<file path="config.mk">
export PLATFORM = sky130hd
export DESIGN_NAME = array_set_table
export DESIGN_NICKNAME = d
export VERILOG_FILES = /design/src/rtl/ast_pkg.sv /design/src/rtl/array_set_table.sv /design/src/rtl/ast_ram.sv
export VERILOG_INCLUDE_DIRS = /design/src /design/src/rtl
export SDC_FILE = /design/constraint.sdc
export NUM_CORES = 1
export LEC_CHECK = 0
export ABC_CLOCK_PERIOD_IN_PS = 7810
export BUFFER_PORTS_ARGS = -buffer_cell sky130_fd_sc_hd__buf_2
export CORE_UTILIZATION = 55
export DETAILED_ROUTE_END_ITERATION = 8
export HOLD_SLACK_MARGIN = 0.08
export PLACE_DENSITY = 0.73
export SLEW_MARGIN = 20
export SYNTH_ARGS = -nofsm -noshare
export SYNTH_HDL_FRONTEND = slang
export SYNTH_SLANG_ARGS = --single-unit
</file>
<file path="constraint.sdc">
create_clock -name clock -period 7.81 [get_ports clock]
set_input_delay 0.3905 -clock clock [delete_from_list [all_inputs] [get_ports clock]]
set_output_delay 0.3905 -clock clock [all_outputs]
set_load 0.01 [all_outputs]
</file>
<file path="src/rtl/array_set_table_assert.svh">
`ifndef ARRAY_SET_TABLE_ASSERT_SVH
`define ARRAY_SET_TABLE_ASSERT_SVH

// Check that prop holds at every rising clock edge outside reset.
`define AST_ASSERT(lbl, clk, rst, prop, msg) \
   lbl: assert property (@(posedge clk) disable iff (rst) (prop)) else $error(msg);

// Check that cond never holds at a rising clock edge outside reset.
`define AST_ASSERT_NEVER(lbl, clk, rst, cond, msg) \
   lbl: assert property (@(posedge clk) disable iff (rst) !(cond)) else $error(msg);

`endif

</file>
<file path="src/rtl/ast_pkg.sv">
package ast_pkg;

   localparam int CAPACITY_DEFAULT = 16;

   localparam int ELEM_W = 32;
   localparam int MODE_W = 2;
   localparam int SIZE_W = 5;
   localparam int RSP_W  = 8;

   localparam logic [MODE_W-1:0] MODE_INSERT = 2'd0;
   localparam logic [MODE_W-1:0] MODE_REMOVE = 2'd1;
   localparam logic [MODE_W-1:0] MODE_QUERY  = 2'd2;

endpackage

</file>
<file path="src/rtl/array_set_table.sv">
// Set of distinct 32-bit values held in an ordered table of CAPACITY entries.
// req channel: tuser carries the operation (insert, remove, query), tdata the
// element. One transaction is taken only while the sequencer is idle.
// rsp channel: one transaction per request with success, full_reject and the
// set size after the operation.
// Each request scans the table through one comparator, one stored entry per
// cycle from the table RAM's single read port; a hit ends the scan early.
// A remove then moves every later entry down one place, one per cycle.
// A request passes through the search state, for a remove that hits then the
// shift state, and then the response state, which loads the response. The
// sequencer returns to idle as the response is loaded and only then takes the
// next request, so a new request is not taken before the last one is through.
// A response waits in an output register while rsp_tready is low; the next
// request is accepted meanwhile, and its response holds in the sequencer
// until the output register frees.
// Reset empties the set at once; table contents past the size are never used.
`include "array_set_table_assert.svh"

module array_set_table #(
   parameter int CAPACITY = ast_pkg::CAPACITY_DEFAULT
) (
   input  logic                        clock,
   input  logic                        reset,
   input  logic                        req_tvalid,
   output logic                        req_tready,
   input  logic [ast_pkg::ELEM_W-1:0]  req_tdata,   // [31:0] element
   input  logic [ast_pkg::MODE_W-1:0]  req_tuser,   // [1:0] mode
   output logic                        rsp_tvalid,
   input  logic                        rsp_tready,
   output logic [ast_pkg::RSP_W-1:0]   rsp_tdata    // [0] success, [1] full_reject,
                                                    // [6:2] set_size, [7] zero
);

   localparam int AW = $clog2(CAPACITY);
   localparam int CW = $clog2(CAPACITY + 1);
   localparam logic [CW-1:0] CAP_C = CW'(CAPACITY);

   typedef enum logic [1:0] {ST_IDLE, ST_SEARCH, ST_SHIFT, ST_RESP} state_type;

   state_type                    state_ff, state_in;
   logic [CW-1:0]                count_ff, count_in;
   logic [CW-1:0]                scan_ff, scan_in;
   logic                         pend_ff, pend_in;
   logic [AW-1:0]                pend_idx_ff, pend_idx_in;
   logic [ast_pkg::MODE_W-1:0]   mode_ff, mode_in;
   logic [ast_pkg::ELEM_W-1:0]   elem_ff, elem_in;
   logic                         res_success_ff, res_success_in;
   logic                         res_reject_ff, res_reject_in;
   logic                         rsp_tvalid_ff, rsp_tvalid_in;
   logic                         rsp_success_ff, rsp_success_in;
   logic                         rsp_reject_ff, rsp_reject_in;
   logic [ast_pkg::SIZE_W-1:0]   rsp_size_ff, rsp_size_in;

   logic                         wr_en;
   logic [AW-1:0]                wr_addr;
   logic [ast_pkg::ELEM_W-1:0]   wr_data;
   logic [AW-1:0]                rd_addr;
   logic [ast_pkg::ELEM_W-1:0]   rd_data;
   logic                         issue;
   logic                         match_now;
   logic [31:0]                  count_ext;

   ast_ram #(
      .WIDTH(ast_pkg::ELEM_W),
      .DEPTH(CAPACITY)
   ) u_table (
      .clock  (clock),
      .wr_en  (wr_en),
      .wr_addr(wr_addr),
      .wr_data(wr_data),
      .rd_addr(rd_addr),
      .rd_data(rd_data)
   );

   assign issue     = (scan_ff < count_ff);
   assign match_now = pend_ff && (rd_data == elem_ff);
   assign count_ext = 32'(count_ff);

   always_comb begin
      state_in       = state_ff;
      count_in       = count_ff;
      scan_in        = scan_ff;
      pend_in        = pend_ff;
      pend_idx_in    = pend_idx_ff;
      mode_in        = mode_ff;
      elem_in        = elem_ff;
      res_success_in = res_success_ff;
      res_reject_in  = res_reject_ff;
      rsp_tvalid_in  = rsp_tvalid_ff && !rsp_tready;
      rsp_success_in = rsp_success_ff;
      rsp_reject_in  = rsp_reject_ff;
      rsp_size_in    = rsp_size_ff;
      wr_en          = 1'b0;
      wr_addr        = count_ff[AW-1:0];
      wr_data        = elem_ff;
      rd_addr        = scan_ff[AW-1:0];

      unique case (state_ff)
         ST_IDLE: begin
            if (req_tvalid) begin
               mode_in  = req_tuser;
               elem_in  = req_tdata;
               scan_in  = '0;
               pend_in  = 1'b0;
               state_in = ST_SEARCH;
            end
         end
         ST_SEARCH: begin
            pend_in     = issue && !match_now;
            pend_idx_in = scan_ff[AW-1:0];
            if (issue && !match_now) begin
               scan_in = scan_ff + CW'(1);
            end
            if (match_now || !issue) begin
               pend_in        = 1'b0;
               res_success_in = 1'b0;
               res_reject_in  = 1'b0;
               state_in       = ST_RESP;
               unique case (mode_ff)
                  ast_pkg::MODE_INSERT: begin
                     if (!match_now) begin
                        if (count_ff >= CAP_C) begin
                           res_reject_in = 1'b1;
                        end else begin
                           wr_en          = 1'b1;
                           count_in       = count_ff + CW'(1);
                           res_success_in = 1'b1;
                        end
                     end
                  end
                  ast_pkg::MODE_REMOVE: begin
                     if (match_now) begin
                        scan_in  = CW'(pend_idx_ff) + CW'(1);
                        state_in = ST_SHIFT;
                     end
                  end
                  ast_pkg::MODE_QUERY: begin
                     res_success_in = match_now;
                  end
                  default: begin
                     res_success_in = 1'b0;
                  end
               endcase
            end
         end
         ST_SHIFT: begin
            if (pend_ff) begin
               wr_en   = 1'b1;
               wr_addr = pend_idx_ff - AW'(1);
               wr_data = rd_data;
            end
            pend_in     = issue;
            pend_idx_in = scan_ff[AW-1:0];
            if (issue) begin
               scan_in = scan_ff + CW'(1);
            end
            if (!issue && !pend_ff) begin
               count_in       = count_ff - CW'(1);
               res_success_in = 1'b1;
               state_in       = ST_RESP;
            end
         end
         ST_RESP: begin
            if (!rsp_tvalid_ff || rsp_tready) begin
               rsp_tvalid_in  = 1'b1;
               rsp_success_in = res_success_ff;
               rsp_reject_in  = res_reject_ff;
               rsp_size_in    = count_ext[ast_pkg::SIZE_W-1:0];
               state_in       = ST_IDLE;
            end
         end
         default: begin
            state_in = ST_IDLE;
         end
      endcase
   end

   always_ff @(posedge clock) begin
      if (reset) begin
         state_ff      <= ST_IDLE;
         count_ff      <= '0;
         pend_ff       <= 1'b0;
         rsp_tvalid_ff <= 1'b0;
      end else begin
         state_ff      <= state_in;
         count_ff      <= count_in;
         pend_ff       <= pend_in;
         rsp_tvalid_ff <= rsp_tvalid_in;
      end
      scan_ff        <= scan_in;
      pend_idx_ff    <= pend_idx_in;
      mode_ff        <= mode_in;
      elem_ff        <= elem_in;
      res_success_ff <= res_success_in;
      res_reject_ff  <= res_reject_in;
      rsp_success_ff <= rsp_success_in;
      rsp_reject_ff  <= rsp_reject_in;
      rsp_size_ff    <= rsp_size_in;
   end

   assign req_tready = (state_ff == ST_IDLE);
   assign rsp_tvalid = rsp_tvalid_ff;
   assign rsp_tdata  = {1'b0, rsp_size_ff, rsp_reject_ff, rsp_success_ff};

   `AST_ASSERT(a_count_bound, clock, reset, count_ff <= CAP_C, "set size above capacity")

   `AST_ASSERT_NEVER(a_reject_success, clock, reset,
      rsp_tvalid_ff && rsp_reject_ff && rsp_success_ff, "reject and success together")

   `AST_ASSERT(a_rsp_from_resp, clock, reset,
      (!$past(reset) && $rose(rsp_tvalid_ff)) |-> ($past(state_ff) == ST_RESP),
      "response loaded outside response state")

   `AST_ASSERT(a_count_change, clock, reset,
      (!$past(reset) && (count_ff != $past(count_ff))) |->
         ($past(state_ff) == ST_SEARCH || $past(state_ff) == ST_SHIFT),
      "set size changed outside search or shift")

endmodule

</file>
<file path="src/rtl/ast_ram.sv">
module ast_ram #(
   parameter int WIDTH = ast_pkg::ELEM_W,
   parameter int DEPTH = ast_pkg::CAPACITY_DEFAULT
) (
   input  logic                     clock,
   input  logic                     wr_en,
   input  logic [$clog2(DEPTH)-1:0] wr_addr,
   input  logic [WIDTH-1:0]         wr_data,
   input  logic [$clog2(DEPTH)-1:0] rd_addr,
   output logic [WIDTH-1:0]         rd_data
);

   logic [WIDTH-1:0] mem_ff [DEPTH];
   logic [WIDTH-1:0] rd_data_ff;

   always_ff @(posedge clock) begin
      if (wr_en) begin
         mem_ff[wr_addr] <= wr_data;
      end
      rd_data_ff <= mem_ff[rd_addr];
   end

   assign rd_data = rd_data_ff;

endmodule
</file>
* After elaboration in Yosys (flattened, before gate mapping)
Memory sizes are Yosys's and may differ from the RTL's. A register that Yosys moved wholly into a read port is not among the register bits.
Cells that the tools add are included.
** Word-level totals
- Bits in writable memories :: 512
- Bits of input ports :: 38
- Memories kept :: 1
- Flip-flop bits (word level) :: 61
** Operators by class
- Reductions and logical operators :: 25
- Eq/ne operators :: 14
- Add/sub/neg operators :: 5
- Multiplexer cells :: 42
- Bitwise operators :: 1
- Magnitude comparators :: 2
** Memory list
- u_table.mem_ff :: depth 16, bits a word 32, rd ports 1, clocked after memory_dff 1, write ports 1, line ast_ram.sv:13 : logic [WIDTH-1:0] mem_ff [DEPTH];
** Operators by type and width (number)
- 32-bit 2-to-1 mux :: 2
- 5-bit 2-to-1 mux :: 11
- 32-bit equality test :: 1
- 1-bit 2-to-1 mux :: 16
- 5-bit one-hot mux with 3 select lines :: 1
- 2-bit != test, second input constant :: 7
- 5-bit by 1-bit adder with 5-bit output, second input constant :: 2
- 5-bit one-hot mux with 2 select lines :: 1
- 2-bit 2-to-1 mux :: 4
- 4-bit 2-to-1 mux :: 2
- 2-bit one-hot mux with 4 select lines :: 1
- 2-bit AND reduction :: 4
- 2-bit equality test, second input constant :: 3
- 1-bit one-hot mux with 2 select lines :: 3
- 3-bit AND reduction :: 2
- 6-bit AND reduction :: 1
- 4-bit by 1-bit adder with 5-bit output, second input constant :: 1
- 5-bit greater-or-equal comparator, second input constant :: 1
- 1-bit logical NOT :: 5
- 5-bit less-than comparator :: 1
- 5-bit by 1-bit subtractor with 5-bit output, second input constant :: 1
- 2-bit by 1-bit equality test with 1-bit output, second input constant :: 2
- 1-bit logical AND :: 4
- 2-bit logical NOT :: 2
- 9 further kinds :: 11

* Depth between registers and ports, before layout
- Depth in word-level cells :: 9
- Depth in mapped cells :: 11
- Mapped depth without buffers :: 10

* By module
A second synthesis with hierarchy kept.
** Second synthesis, totals
- Cell total of the unflattened synthesis :: 1182
- Area, all modules :: 23657.7 um^2
** Modules (own cells, without submodules)
- ast_ram :: area an instance 19835.3 um^2, sequential area each 16015.4 um^2, instances 1, cells an instance 838
- array_set_table :: area an instance 3822.4 um^2, sequential area each 1741.7 um^2, instances 1, cells an instance 344

* Worst setup path after synthesis
OpenSTA, ideal clock, no wires.
- Path type :: register to register
- From :: register count_ff[1]
- To :: memory u_table.mem_ff[12][0] (netlist bit), enable pin
- Path slack :: 4.259 ns
- Arrival :: 3.130 ns
- Clock period less this slack :: 3.551 ns
- Cell stages (with the launch flop) :: 9
- Cell sequence :: dfxtp_1 > inv_1 > ha_1 > o211ai_1 > o21ai_0 > and3_1 > and3_1 > a32oi_1 > nor2_1
** Between the ends
- Word-level cells in the longest chain between the ends :: 8
- Elaborated cells on any way between the ends :: 13
- Classes of those cells :: order compare: 2; mux: 9; reduce/logical: 2
** Ends and longest elaborated chain
- start, declared :: line array_set_table.sv:41 : logic [CW-1:0] count_ff, count_in;
- start signal, assigned :: line array_set_table.sv:186 : count_ff <= count_in;
- 5-bit greater-or-equal comparator :: line array_set_table.sv:122 : if (count_ff >= CAP_C) begin
- 1-bit 2-to-1 mux :: line array_set_table.sv:122
- 1-bit 2-to-1 mux :: line array_set_table.sv:121 : if (!match_now) begin
- 1-bit 2-to-1 mux :: line array_set_table.sv:119 : unique case (mode_ff)
- 1-bit 2-to-1 mux :: line array_set_table.sv:114 : if (match_now || !issue) begin
- 1-bit one-hot mux with 2 select lines :: line array_set_table.sv:98 : unique case (state_ff)
- 1-bit 2-to-1 mux :: line ast_ram.sv:17 : if (wr_en) begin
- 1-bit 2-to-1 mux (not written as such) :: line ast_ram.sv:18 : mem_ff[wr_addr] <= wr_data;
- end, declared :: line ast_ram.sv:13
Parallel ways exist; a longest one is shown, timed or not.

* Worst setup path after layout
- From :: register state_ff[0]
- To :: memory u_table.mem_ff[11][4] (netlist bit), enable pin
** Between the ends
- Word-level cells in the longest chain between the ends :: 4
- Elaborated cells on any way between the ends :: 6
- Classes of those cells :: eq/ne: 2; mux: 4
** Ends and longest elaborated chain
- start, declared :: line array_set_table.sv:40 : state_type state_ff, state_in;
- start signal, assigned :: line array_set_table.sv:185 : state_ff <= state_in;
- 2-bit equality test or 2-bit by 1-bit equality test with 1-bit output (tied branches) :: line array_set_table.sv:98
- 1-bit one-hot mux with 2 select lines :: line array_set_table.sv:98
- 1-bit 2-to-1 mux :: line ast_ram.sv:17
- 1-bit 2-to-1 mux (not written as such) :: line ast_ram.sv:18
Parallel ways exist; a longest one is shown, timed or not.

==> impl_metrics.env <==
export IMPL_wl_per_cell_um=27.72
export IMPL_synthMuxAreaShare_pct=15.41
export IMPL_cts_root_buf="clkbuf_16"
export IMPL_htree_levels=2
export IMPL_tightest_slew_ns=1.107
export IMPL_grt_usage_pct=24.38
export IMPL_post_route_period_util_pct=55.34
export IMPL_routed_wl_um=51450
export IMPL_drv_slew=0
export IMPL_avgSynthCellArea_um2=20.39
export IMPL_finalCriticalPeriod_ns=4.322
export IMPL_ys_flop_type="edfxtp_1"
export IMPL_io_pins=48
export IMPL_syn_nets=1210
export IMPL_diodes=0
export IMPL_antenna_left=0
export IMPL_cts_buffer_depth=3
export IMPL_ys_ff_latch=605
export IMPL_max_freq_mhz=231.4
export IMPL_max_cap_viol_count=0
export IMPL_core_area_um2=42130
export IMPL_clock_skew_ns=0.02674
export IMPL_grt_overflow=0
export IMPL_yosys_area_share_simple_pct=4.285
export IMPL_cp_num_buf_inv=2
export IMPL_power_leakage_uw=0.008625
export IMPL_grt_pass1_wl_um=76780
export IMPL_drt_pass1_iter_count=5
export IMPL_cts_tree="done"
export IMPL_instances_no_fill=1856
export IMPL_dieArea_um2=43730
export IMPL_setup_viol=0
export IMPL_cts_sinks=605
export IMPL_yosysWarnings=0
export IMPL_path_cells="inv_1 > ha_1 > nand2_2 > and3_1 > and3_1 > a31oi_1 > nor2_4 > buf_4"
export IMPL_power_density_nw_per_um2=335.2
export IMPL_hold_viol_final=0
export IMPL_outcome="finished clean"
export IMPL_dpl_hpwl_um=29830
export IMPL_first_iter_violations=1468
export IMPL_start_util_pct=56.00
export IMPL_critPathMaxStageDelay_ns=0.90
export IMPL_postCtsSetupRepairBufs=0
export IMPL_tns_ns=0
export IMPL_fin_nets=1320
export IMPL_fillers=2731
export IMPL_hold_slack_ns=0.1012
export IMPL_hp_class="input port to flip-flop"
export IMPL_synth_distinct_cells=57
export IMPL_vdd_drop_max_v=0.0001990
export IMPL_netlist_instances=1157
export IMPL_cpMostUsedCell="and3_1"
export IMPL_critPathMaxFanout=41
export IMPL_vias=11647
export IMPL_cp_end_kind="flip-flop"
export IMPL_crit_slowest_cell="a31oi_1"
export IMPL_dpl_cell_area_um2=24620
export IMPL_clk_latency_ns=0.61
export IMPL_crit_required_ns=8.13
export IMPL_synthArstFlopShare_pct=0
export IMPL_synth_seq_area_share_pct=75.26
export IMPL_die_w_um=209.1
export IMPL_synth_compound_area_share_pct=1.676
export IMPL_dp_cells=1711
export IMPL_path_class="flip-flop to flip-flop"
export IMPL_syn_to_final_growth_pct=13.86
export IMPL_stdcell_area_um2=26860
export IMPL_grt_pass1_vias=11927
export IMPL_rows=75
export IMPL_io_buffers=46
export IMPL_numCtsBuffers=58
export IMPL_routabilityCongestion=0.8778
export IMPL_drc_errors=0
export IMPL_fin_util_pct=63.76
export IMPL_clkTransAtPathRegs_ns=0.06
export IMPL_rsz0062_at_grt="false"
export IMPL_start_kind="flip-flop"
export IMPL_arrival_ns=4.64
export IMPL_path_delay_family="simple AND/OR/NAND/NOR gates"
export IMPL_antenna_found_initial=1
export IMPL_synth_xor_area_share_pct=1.411
export IMPL_grt_max_degree=67
export IMPL_netlist_area_um2=23600
export IMPL_synth_adder_area_share_pct=0.8272
export IMPL_drive_gt1_share_pct=26.42
export IMPL_synth_top_family_by_area="multiplexers"
export IMPL_slew_headroom_pct=25.83
export IMPL_vias_per_cell=6.275
export IMPL_synth_edf_count=564
export IMPL_die_y_um=209.1
## through the flow
step / setup slack (ns) / total power, uW
5_1_grt: 3.309 / 9344
6_report: 3.488 / 9004
3_5_place_dp: 3.577 / 6310
2_1_floorplan: 4.259 / 5679
4_1_cts: 3.545 / 9055
3_3_place_gp: 3.744 / 6267
## worst register-to-register path, cell delays in order (launching register included)
cell and delay, ns:
dfxtp_1 0.34, inv_1 0.14, ha_1 0.53, nand2_2 0.71
and3_1 0.50, and3_1 0.24, a31oi_1 0.91, nor2_4 0.31
buf_4 0.36
## registers in the layout, indices dropped and copies added, names as in the netlist, 4 cells and up
name,flops
count_ff,5
elem_ff,32
pend_idx_ff,4
rsp_size_ff,5
scan_ff,5
u_table.mem_ff,512
u_table.rd_data,32
## per-layer routing
layer / routed length [um] / track usage [%] / up-vias
li1: - / - / 4932
met1: 20910 / 34.86 / 6105
met2: 25330 / 38.83 / 536
met3: 4208 / 4.959 / 72
met4: 996 / 6.516 / 2
met5: 12 / 0 / -
## cell type report
class,instances,area (um^2),area share [%]
inverters,13,48.80,0.1816
multi-input cells,485,5699,21.21
flip-flops and latches,605,17760,66.10
well taps,539,674.4,2.510
clock inverters,28,262.8,0.9781
clock buffers,82,1612,5.999
repair buffers,104,810.8,3.018
## worst paths after layout
path | start | end | slack [ns] | cells past startpoint
max | state_ff[0]$_SDFFE_PP0P_ | u_table.mem_ff[11][4]$_DFFE_PP_ | 3.49 | 8
min | reset | pend_ff$_SDFFE_PP0P_ | 0.10 | 2
max reg2reg | state_ff[0]$_SDFFE_PP0P_ | u_table.mem_ff[11][4]$_DFFE_PP_ | 3.49 | 8
min reg2reg | res_reject_ff$_SDFFCE_PP0P_ | rsp_reject_ff$_DFFE_PP_ | 0.42 | 0
## cell usage in the layout (no fill, tap or decap), types with 6 or more instances in the layout
| master | netlist | final |
|---|---|---|
| clkinv_1 | 0 | 7 |
| nand3_1 | 12 | 12 |
| inv_1 | 13 | 13 |
| xnor2_1 | 17 | 17 |
| clkbuf_16 | 0 | 58 |
| dlygate4sd3_1 | 0 | 34 |
| nor2b_1 | 7 | 7 |
| buf_4 | 3 | 21 |
| buf_2 | 1 | 46 |
| nor2_4 | 0 | 16 |
| and2_1 | 7 | 6 |
| nor3_1 | 10 | 10 |
| edfxtp_1 | 564 | 564 |
| clkinv_2 | 0 | 10 |
| nand4_1 | 7 | 7 |
| ha_1 | 14 | 14 |
| nor2_1 | 28 | 12 |
| clkbuf_8 | 0 | 7 |
| clkbuf_1 | 38 | 17 |
| mux4_2 | 160 | 160 |
| o21ai_0 | 8 | 8 |
| a21oi_1 | 7 | 7 |
| nand2_1 | 112 | 111 |
| xor2_1 | 21 | 21 |
| dfxtp_1 | 41 | 41 |
## power breakdown
group          internal (uW)  switching [uW]
clock network           1570            1180
logic                    958            1190
registers               3930             169
total                   6460            2540
## repair_timing
| action | in CTS | in global routing |
|---|---|---|
| hold endpoints to repair | 34 | 0 |
| hold buffers | 34 | 0 |
| resized for setup | 0 | 0 |
## cells in the mapped netlist (8+ instances only)
library cell / count / area, um^2
xor2_1: 21 / 183.9
ha_1: 14 / 175.2
edfxtp_1: 564 / 16940
nor3_1: 10 / 50.05
nand2_1: 112 / 420.4
inv_1: 13 / 48.80
buf_1: 12 / 45.04
o21ai_0: 8 / 40.04
mux4_2: 160 / 3603
clkbuf_1: 38 / 142.6
dfxtp_1: 41 / 820.8
nand3_1: 12 / 60.06
nor2_1: 28 / 105.1
xnor2_1: 17 / 148.9
## kinds of logic after synthesis
logic type / count (synthesis)
flops: 605
simple gates: 213
mux: 163
buf+inv: 67
compound gates: 55
xor+xnor: 38
fa+ha+maj: 15
other cells: 1
Note: power is estimated with default switching activity, not from simulation.
